<file path="src/rtl/fspa_pkg.sv">
// fspa_pkg: shared types and codes for the slot pool allocator
// used by fspa_ctrl, fspa_dp and fifo_slot_pool_allocator; no dependencies
package fspa_pkg;

  localparam int DEF_POOL_SIZE = 256;
  localparam int SLOT_W        = 8;
  localparam int SLOT_SPACE    = 1 << SLOT_W;
  localparam int CNT_W         = SLOT_W + 1;

  localparam logic [1:0] ACT_ALLOC   = 2'd0;
  localparam logic [1:0] ACT_TRY     = 2'd1;
  localparam logic [1:0] ACT_RELEASE = 2'd2;

  localparam logic [1:0] ST_OK        = 2'd0;
  localparam logic [1:0] ST_EMPTY     = 2'd1;
  localparam logic [1:0] ST_INVALID   = 2'd2;
  localparam logic [1:0] ST_EXHAUSTED = 2'd3;

  typedef struct packed {
    logic [1:0]        action;
    logic [SLOT_W-1:0] slot;
  } in_req_t;

  typedef struct packed {
    logic [SLOT_W-1:0] granted_slot;
    logic [1:0]        status;
  } out_rsp_t;

  typedef enum logic {
    S_IDLE,
    S_EXEC
  } ctrl_state_t;

  typedef struct packed {
    logic load;
    logic commit;
  } dp_cmd_t;

  typedef struct packed {
    logic out_free;
  } dp_stat_t;

endpackage

</file>
<file path="src/rtl/fspa_ctrl.sv">
// fspa_ctrl: request sequencer of the slot pool allocator
// depends on fspa_pkg; drives fspa_dp through dp_cmd_t
module fspa_ctrl (
  input  logic               clk,
  input  logic               rst_n,
  input  logic               in_valid,
  output logic               in_ready,
  input  fspa_pkg::dp_stat_t stat,
  output fspa_pkg::dp_cmd_t  cmd
);
  import fspa_pkg::*;

  ctrl_state_t state_r;
  ctrl_state_t state_nxt;

  always_ff @(posedge clk) begin
    if (!rst_n) begin
      state_r <= S_IDLE;
    end else begin
      state_r <= state_nxt;
    end
  end

  always_comb begin
    state_nxt  = state_r;
    in_ready   = 1'b0;
    cmd.load   = 1'b0;
    cmd.commit = 1'b0;
    unique case (state_r)
      S_IDLE: begin
        in_ready = 1'b1;
        if (in_valid) begin
          cmd.load  = 1'b1;
          state_nxt = S_EXEC;
        end
      end
      S_EXEC: begin
        if (stat.out_free) begin
          cmd.commit = 1'b1;
          state_nxt  = S_IDLE;
        end
      end
      default: begin
        state_nxt = S_IDLE;
      end
    endcase
  end

endmodule

</file>
<file path="src/rtl/fspa_dp.sv">
// fspa_dp: free queue ring, ownership map, fresh counter and result register
// depends on fspa_pkg; sequenced by fspa_ctrl
module fspa_dp #(
  parameter int POOL_SIZE = fspa_pkg::DEF_POOL_SIZE
) (
  input  logic               clk,
  input  logic               rst_n,
  input  fspa_pkg::in_req_t  in_req,
  input  fspa_pkg::dp_cmd_t  cmd,
  output fspa_pkg::dp_stat_t stat,
  output logic               out_valid,
  input  logic               out_ready,
  output fspa_pkg::out_rsp_t out_rsp
);
  import fspa_pkg::*;

  localparam int EFF_SIZE = (POOL_SIZE > SLOT_SPACE) ? SLOT_SPACE : POOL_SIZE;
  localparam logic [CNT_W-1:0] EFF_LIM = CNT_W'(EFF_SIZE);

  logic [SLOT_W-1:0] mem [0:SLOT_SPACE-1];
  logic [SLOT_W-1:0] rd_data_r;

  in_req_t           req_r;
  logic [SLOT_W-1:0] head_r, head_nxt;
  logic [SLOT_W-1:0] tail_r, tail_nxt;
  logic [CNT_W-1:0]  count_r, count_nxt;
  logic [CNT_W-1:0]  fresh_r, fresh_nxt;
  logic [SLOT_SPACE-1:0] owned_r, owned_nxt;
  logic              out_valid_r, out_valid_nxt;
  out_rsp_t          rsp_r, rsp_nxt;

  logic q_empty;
  logic fresh_ok;
  logic rel_ok;
  logic do_push;

  assign q_empty  = (count_r == '0);
  assign fresh_ok = (fresh_r < EFF_LIM);
  assign rel_ok   = ({1'b0, req_r.slot} < EFF_LIM) && owned_r[req_r.slot] && !count_r[CNT_W-1];

  assign stat.out_free = !out_valid_r || out_ready;
  assign out_valid     = out_valid_r;
  assign out_rsp       = rsp_r;

  always_comb begin
    head_nxt      = head_r;
    tail_nxt      = tail_r;
    count_nxt     = count_r;
    fresh_nxt     = fresh_r;
    owned_nxt     = owned_r;
    rsp_nxt       = rsp_r;
    do_push       = 1'b0;
    out_valid_nxt = out_valid_r && !out_ready;
    if (cmd.commit) begin
      out_valid_nxt        = 1'b1;
      rsp_nxt.granted_slot = '0;
      rsp_nxt.status       = ST_OK;
      unique case (req_r.action)
        ACT_ALLOC: begin
          if (!q_empty) begin
            rsp_nxt.granted_slot = rd_data_r;
            owned_nxt[rd_data_r] = 1'b1;
            head_nxt             = head_r + 1'b1;
            count_nxt            = count_r - 1'b1;
          end else if (fresh_ok) begin
            rsp_nxt.granted_slot           = fresh_r[SLOT_W-1:0];
            owned_nxt[fresh_r[SLOT_W-1:0]] = 1'b1;
            fresh_nxt                      = fresh_r + 1'b1;
          end else begin
            rsp_nxt.status = ST_EXHAUSTED;
          end
        end
        ACT_TRY: begin
          if (!q_empty) begin
            rsp_nxt.granted_slot = rd_data_r;
            owned_nxt[rd_data_r] = 1'b1;
            head_nxt             = head_r + 1'b1;
            count_nxt            = count_r - 1'b1;
          end else begin
            rsp_nxt.status = ST_EMPTY;
          end
        end
        ACT_RELEASE: begin
          if (rel_ok) begin
            owned_nxt[req_r.slot] = 1'b0;
            do_push               = 1'b1;
            tail_nxt              = tail_r + 1'b1;
            count_nxt             = count_r + 1'b1;
          end else begin
            rsp_nxt.status = ST_INVALID;
          end
        end
        default: begin
          rsp_nxt.status = ST_INVALID;
        end
      endcase
    end
  end

  always_ff @(posedge clk) begin
    if (!rst_n) begin
      head_r      <= '0;
      tail_r      <= '0;
      count_r     <= '0;
      fresh_r     <= '0;
      owned_r     <= '0;
      out_valid_r <= 1'b0;
    end else begin
      head_r      <= head_nxt;
      tail_r      <= tail_nxt;
      count_r     <= count_nxt;
      fresh_r     <= fresh_nxt;
      owned_r     <= owned_nxt;
      out_valid_r <= out_valid_nxt;
    end
  end

  // payload registers
  always_ff @(posedge clk) begin
    rsp_r <= rsp_nxt;
    if (cmd.load) begin
      req_r <= in_req;
    end
  end

  // free queue ring
  always_ff @(posedge clk) begin
    if (do_push) begin
      mem[tail_r] <= req_r.slot;
    end
    if (cmd.load) begin
      rd_data_r <= mem[head_r];
    end
  end

endmodule

</file>
<file path="src/rtl/fifo_slot_pool_allocator.sv">
// channel | ports                          | direction
// in      | in_valid, in_ready, in_req     | request: action, slot
// out     | out_valid, out_ready, out_rsp  | result: granted_slot, status
//
// each request is registered while the free queue head is read; once the out side is free,
// it is decided and the result register is loaded from the ring, map and fresh counter.
// a new request is taken right after the result is loaded, while it waits on out.
// reset (rst_n low, synchronous) empties the queue, clears the map and the counter.
// a stalled out side holds the result; one more request is taken and held,
// then in_ready stays low until the result drains.
// top level of the slot pool allocator; depends on fspa_pkg, fspa_ctrl, fspa_dp
module fifo_slot_pool_allocator #(
  parameter int POOL_SIZE = fspa_pkg::DEF_POOL_SIZE
) (
  input  logic               clk,
  input  logic               rst_n,
  input  logic               in_valid,
  output logic               in_ready,
  input  fspa_pkg::in_req_t  in_req,
  output logic               out_valid,
  input  logic               out_ready,
  output fspa_pkg::out_rsp_t out_rsp
);
  import fspa_pkg::*;

  dp_cmd_t  cmd;
  dp_stat_t stat;

  fspa_ctrl u_ctrl (
    .clk      (clk),
    .rst_n    (rst_n),
    .in_valid (in_valid),
    .in_ready (in_ready),
    .stat     (stat),
    .cmd      (cmd)
  );

  fspa_dp #(
    .POOL_SIZE (POOL_SIZE)
  ) u_dp (
    .clk       (clk),
    .rst_n     (rst_n),
    .in_req    (in_req),
    .cmd       (cmd),
    .stat      (stat),
    .out_valid (out_valid),
    .out_ready (out_ready),
    .out_rsp   (out_rsp)
  );

endmodule

</file>
<file path="config.mk">
export PLATFORM = sky130hd
export DESIGN_NAME = fifo_slot_pool_allocator
export DESIGN_NICKNAME = d
export VERILOG_FILES = /design/src/rtl/fspa_pkg.sv /design/src/rtl/fspa_ctrl.sv /design/src/rtl/fspa_dp.sv /design/src/rtl/fifo_slot_pool_allocator.sv
export SDC_FILE = /design/constraint.sdc
export NUM_CORES = 2
export LEC_CHECK = 0
export ABC_CLOCK_PERIOD_IN_PS = 18100
export BUFFER_PORTS_ARGS = -buffer_cell sky130_fd_sc_hd__clkbuf_2
export CAP_MARGIN = 20
export CORE_ASPECT_RATIO = 0.8
export CORE_MARGIN = 1.5
export CORE_UTILIZATION = 48
export CTS_CLUSTER_DIAMETER = 150
export CTS_CLUSTER_SIZE = 16
export DETAILED_ROUTE_END_ITERATION = 10
export GPL_TIMING_DRIVEN = 0
export PLACE_DENSITY_LB_ADDON = 0.2
export SLEW_MARGIN = 20
export SYNTH_ARGS = -nofsm -noshare
export SYNTH_HDL_FRONTEND = slang
export SYNTH_SLANG_ARGS = --single-unit
export TNS_END_PERCENT = 50
</file>
<file path="constraint.sdc">
create_clock -name clk -period 18.1 [get_ports clk]
set_input_delay 0.905 -clock clk [delete_from_list [all_inputs] [get_ports clk]]
set_output_delay 0.905 -clock clk [all_outputs]
set_load 0.02 [all_outputs]
</file>
Word level (Yosys, flattened, before mapping)
Memories as Yosys holds them, arrays and structs flattened. A register that Yosys moved wholly into a read port is not among the register bits.
Index checks and enable logic that the tools add are counted.
{"block": "totals", "in_bits": 14, "ff_bits": 312, "n_memories": 1, "mem_bits_rw": 2048, "out_inout_bits": 12}
{"memory": "u_dp.mem", "words": 256, "word_bits": 8, "rd": 1, "rd_clocked_by_memory_dff": 1, "wr": 1, "line": "fspa_dp.sv:20", "source": "logic [SLOT_W-1:0] mem [0:SLOT_SPACE-1];"}
{"block": "classes", "add_sub_neg": 5, "n_mux": 38, "order_cmp": 7, "n_reduce_logical": 19, "bitwise_logic": 6, "n_eq_ne": 6}
{"operator": "$mux 256", "count": 4}
{"operator": "$pmux 256 s3", "count": 1}
{"operator": "$or 256x256->256", "count": 2}
{"operator": "$and 256x256->256", "count": 1}
{"operator": "$not 256->256", "count": 1}
{"operator": "$lt 8x9->1 const B", "count": 3}
{"operator": "$demux 1 s8", "count": 3}
{"operator": "$ge 8x1->1 const B", "count": 3}
{"operator": "$mux 8", "count": 3}
{"operator": "$add 9x1->9 const B", "count": 2}
{"operator": "$mux 9", "count": 2}
{"operator": "$pmux 9 s2", "count": 1}
{"operator": "$mux 1", "count": 17}
{"operator": "$add 8x1->8 const B", "count": 2}
{"operator": "$pmux 8 s2", "count": 1}
{"operator": "$logic_not 9->1", "count": 1}
{"operator": "$lt 9x9->1 const B", "count": 1}
{"operator": "$sub 9x1->9 const B", "count": 1}
{"operator": "$bmux 1 s8", "count": 1}
{"operator": "$reduce_and 4->1", "count": 2}
{"operator": "$mux 2", "count": 3}
{"operator": "$pmux 2 s3", "count": 1}
{"operator": "$reduce_and 3->1", "count": 2}
{"operator": "$logic_and 1x1->1", "count": 5}
{"operator": "other kinds (14)", "count": 18}

Logic depth before layout (Yosys ltp)
{"block": "depth", "depth_word": 8, "depth_mapped": 16, "ltp_nobuf": 13}

By module
A second synthesis with hierarchy kept.
{"block": "hier_totals", "cells_unflattened": 5937, "area_unflattened_um2": 100101.0}
{"module": "fspa_dp", "n_inst": 1, "seq_area_each_um2": 68165.4, "area_each_um2": 100051.0, "cells_per_inst": 5931}
{"module": "fspa_ctrl", "n_inst": 1, "seq_area_each_um2": 20.0, "area_each_um2": 50.0, "cells_per_inst": 6}

Worst setup path after synthesis
OpenSTA, ideal clock, no wires.
{"block": "synth_path", "path_type": "register to register", "start": "register u_dp.req_r[1] (netlist bit)", "end": "memory u_dp.mem[221][0] (enable)", "synth_period_minus_slack_ns": 7.046, "t_arrival_ns": 6.676, "setup_slack_ns": 11.054, "path_buffers": 3, "stages_incl_launch_ff": 13, "t_required_ns": 17.730, "setup_ns": 0.370, "cell_sequence": "edfxtp_1 -> mux4_4 -> mux4_2 -> o22ai_1 -> nor4b_2 -> nor2_1 -> a311oi_4 -> o21ai_2 -> buf_2 -> or3_1 -> buf_2 -> buf_2 -> nor2_1"}
{"block": "synth_between", "elab_chain_len": 8}
{"element": "from (decl)", "line": "fspa_dp.sv:23", "source": "in_req_t req_r;"}
{"element": "from (signal assigned)", "line": "fspa_dp.sv:122", "source": "req_r <= in_req;"}
{"element": "$bmux 1 s8", "line": "fspa_dp.sv:39", "source": "assign rel_ok = ({1'b0, req_r.slot} < EFF_LIM) && owned_r[req_r.slot] && !count_r[CNT_W-1];"}
{"element": "$mux 1 (not written as such)", "line": "fspa_dp.sv:39"}
{"element": "$logic_and 1x1->1", "line": "fspa_dp.sv:39"}
{"element": "$mux 1", "line": "fspa_dp.sv:84", "source": "if (rel_ok) begin"}
{"element": "$mux 1", "line": "fspa_dp.sv:58", "source": "unique case (req_r.action)"}
{"element": "$mux 1", "line": "fspa_dp.sv:54", "source": "if (cmd.commit) begin"}
{"element": "$mux 1", "line": "fspa_dp.sv:128", "source": "if (do_push) begin"}
{"element": "$mux 1 (not written as such)", "line": "fspa_dp.sv:129", "source": "mem[tail_r] <= req_r.slot;"}
{"element": "to (decl)", "line": "fspa_dp.sv:20"}
Every way passes these cells. The select of a mux whose other input is x is not followed.

Worst setup path in the final report
{"block": "layout_path", "start": "register u_dp.req_r[3] (netlist bit)", "end": "memory u_dp.mem[157][2] (enable)"}
The elaborated chain is that of the path after synthesis.

==> results by group <==
Clocking
  • H-tree depth: 4
  • CTS root buf: clkbuf_16
  • Clk slew on worst S/H paths: 90 ps
  • # resized after CTS: 0
  • Clock sink total: 2,368
  • Hold_buf cts: 0
  • CTS tree: yes
  • Setup bufs post-CTS: 0
  • Worst skew pair latency: between 800 and 900 ps
  • Number of buffers created by CTS: 165
  • CTS max path bufs: 3

Final layout
  • Filler Cell Count: 16,090
  • Final net count: 5,917
  • Commonest non-fill, non-tap cell in the layout: edfxtp_1
  • Layout cells sized above 1: 0.2168
  • Area grow syn2layout: 10.62%
  • Most frequent cells in the layout: edfxtp_1 (2,076), mux4_2 (706), nor2_1 (456)

Critical path
  • Worst Path Arrival: between 8000 and 9000 ps
  • Reg-to-reg startpoint: u_dp.req_r[3]$_DFFE_PP_
  • Critical path class: reg2reg
  • Crit path launch: u_dp.req_r[3]$_DFFE_PP_
  • Worst-path maximum fanout: 16
  • Worst setup EP type: register
  • Data required, critical path: around 19,000 ps
  • Critical path startpoint category: register

Job
  • Max Cap Viol: 0

Timing
  • Slew Limit Fails: 0
  • Fin Clk Skew: 75.89 ps
  • RSZ-0062 raised after global routing: no
  • Endpoints failing setup: 0
  • Slew @ Worst Pin: 1414 ps
  • Final Hold Violating Endpoints: 0
  • Highest clock rate: 129.0 MHz
  • Slew margin rel.: 0.05700
  • Final TNS setup: 0 ps
  • Min Tclk post-route: approximately 7800 ps
  • Final Cycle Share: 0.4284

Outcome
  • Failing checks: design-rule violations
  • Status: finished, violations left

Yosys
  • Simple-gate share of the synthesized area: 0.03575
  • Synth Area in Adders: 0.002749
  • Synth cell types: 63
  • Mapped Cells: roughly 5,600
  • Largest family of logic cells by synthesized area: multiplexers
  • Xor and xnor area share after synthesis: 0.001960
  • Post-synthesis mux area share: 0.1710
  • Yosys reg bits: 2,368
  • Number of warnings issued by yosys: 0
  • Synthesized cell area: between 0.09 and 0.1 sq mm
  • Synth async-reset ratio: 0
  • Number of synthesized flops with an enable pin: slightly above 2,000
  • Syn nets: 5,601
  • Post-synthesis sequential area ratio: 0.6935
  • Synth Area in Compound Gates: 0.07368
  • Ys flop type: edfxtp_1
  • Syn avg cell area: 17.66 sq um

Place
  • Detailed placement HPWL: around 230,000 microns
  • I/O Buffers: 24
  • Final Wtd Congestion: approximately 1.1

GRT
  • Largest net degree at the start of global routing: 29
  • First-pass GRT wire length: 455,600 microns
  • Total GRT Usage: 0.3178
  • Vias in the first global route: between 50,000 and 60,000
  • Grt ovf: 0
  • Initial antenna violation count: 32

Pwr
  • Pwr Total: 10,460 uW
  • Leakage: 0.03209 uW
  • Power Density: around 96 mW/mm^2
  • Peak supply drop: 101.3 uV

Floorplanning
  • Starting density of the core: 0.4831
  • Full die area: ~0.21 sq mm
  • Die width: approximately 500 microns
  • Die height: 407.8 microns
  • Core Rows: 148
  • Placeable Area: between 0.2 and 0.25 sq mm
  • Top Ports: 26

Min path
  • Worst hold path type: in2reg
  • Hold Path Origin: in_req[7]

Route
  • Number of DRC markers in iteration 0: 11,450
  • Via/cell ratio: about 7.0
  • First-pass DRT Iterations: 11
  • Via count: 60,340
  • WL/cell: 38.21 microns
  • DRC Markers: 8
  • Drt total wl: roughly 330,000 microns
  • Final ANT Viol Nets: 0
routing by layer:
layer	track usage	up-vias	wire (microns)
met5	0	-	103
met4	0.09779	14	12300
met3	0.1213	744	48650
met2	0.4266	4535	136500
met1	0.4767	31590	133900
li1	-	23450	-
cell families (layout without fill, tap and decap cells):
group	Yosys count	count (layout)
and+or+nand+nor	835	835
buffers and inverters	501	885
muxes	795	795
xor gates and xnor gates	22	22
DFF	2368	2368
AOI/OAI and AO/OA	1024	1024
adders and majority gates	21	21
other	0	24
stage by stage:
step / setup WS [ps] / area [sq um] / utilization / cells / hold slack [ps]
after floorplan: 11050 / 98320 / - / 5566 / 466.5
after CTS: 10760 / 108700 / 0.5339 / 8649 / 161.5
after global placement: 1002 / 101800 / 0.5003 / 8290 / 488.4
after global routing: 10720 / 108700 / 0.5342 / 8655 / 175.7
after detailed placement: 10830 / 104000 / 0.5111 / 8414 / 493.2
final: 10350 / 108800 / 0.5344 / 8674 / 186.5
flip-flops by register name (all words and copies together) (netlist names):
signal          cells
u_dp.fresh_r        9
u_dp.owned_r      256
u_dp.count_r        9
u_dp.mem         2048
u_dp.req_r         10
u_dp.out_valid      1
u_dp.out_rsp       10
u_dp.head_r         8
u_ctrl.state_r      1
u_dp.tail_r         8
u_dp.rd_data_r      8
worst paths after layout:
check | endpoint | slack, ps | depth (start not counted)
setup / recovery | u_dp.mem[157][2]$_DFFE_PP_ | 10350 | 17
hold / removal | u_dp.req_r[7]$_DFFE_PP_ | 190 | 1
hold reg to reg | u_dp.count_r[7]$_SDFFE_PN0P_ | 510 | 2
setup reg to reg | u_dp.mem[157][2]$_DFFE_PP_ | 10350 | 17
critical path, stage by stage (launching register included):
cell and delay (ps):
edfxtp_1 600, buf_8 260, buf_2 240, buf_2 350, nor2_1 210, clkbuf_1 950, buf_2 590, a22oi_1 130
nand2_1 200, o22ai_1 100, o21ai_0 990, a311oi_4 350, o21ai_2 270, buf_2 230, or3_1 140, buf_2 510
buf_2 760, nor2_1 430
power breakdown:
part,internal (uW),switching (uW)
Sequential,5970,41.8
Combinational,292,567
Clock,1690,1890
Total,7960,2500
area by class of cell:
type | count | area, sq um | area share
Buffer | 483 | 2138 | 0.01966
Timing Repair Buffer | 149 | 2157 | 0.01983
Antenna cell | 24 | 60.06 | 0.0005522
Tap cell | 2700 | 3378 | 0.03106
Clock inverter | 15 | 312.8 | 0.002876
Sequential cell | 2368 | 68190 | 0.6269
Inverter | 18 | 67.56 | 0.0006212
Multi-Input combinational cell | 2697 | 28120 | 0.2586
Clock buffer | 220 | 4335 | 0.03986
synthesized netlist by cell type, types with 13 or more instances:
| master | n | area share |
|---|---|---|
| a211oi_1 | 207 | 0.016 |
| a211oi_2 | 39 | 0.0050 |
| a21oi_1 | 170 | 0.0087 |
| a222oi_1 | 121 | 0.012 |
| a22o_1 | 109 | 0.0097 |
| a22oi_1 | 30 | 0.0023 |
| buf_1 | 66 | 0.0025 |
| buf_2 | 75 | 0.0038 |
| clkbuf_1 | 324 | 0.012 |
| dfxtp_1 | 292 | 0.059 |
| edfxtp_1 | 2076 | 0.63 |
| ha_1 | 20 | 0.0025 |
| inv_1 | 16 | 0.00061 |
| mux2i_1 | 84 | 0.0086 |
| mux4_2 | 706 | 0.16 |
| nand2_1 | 191 | 0.0073 |
| nand2b_1 | 20 | 0.0013 |
| nand3_1 | 52 | 0.0026 |
| nor2_1 | 462 | 0.018 |
| nor2b_1 | 23 | 0.0015 |
| nor3_1 | 28 | 0.0014 |
| o211ai_1 | 13 | 0.00099 |
| o21ai_0 | 271 | 0.014 |
| o22ai_1 | 30 | 0.0019 |
| or3_1 | 17 | 0.0011 |
(Power assumes the default switching activity.)
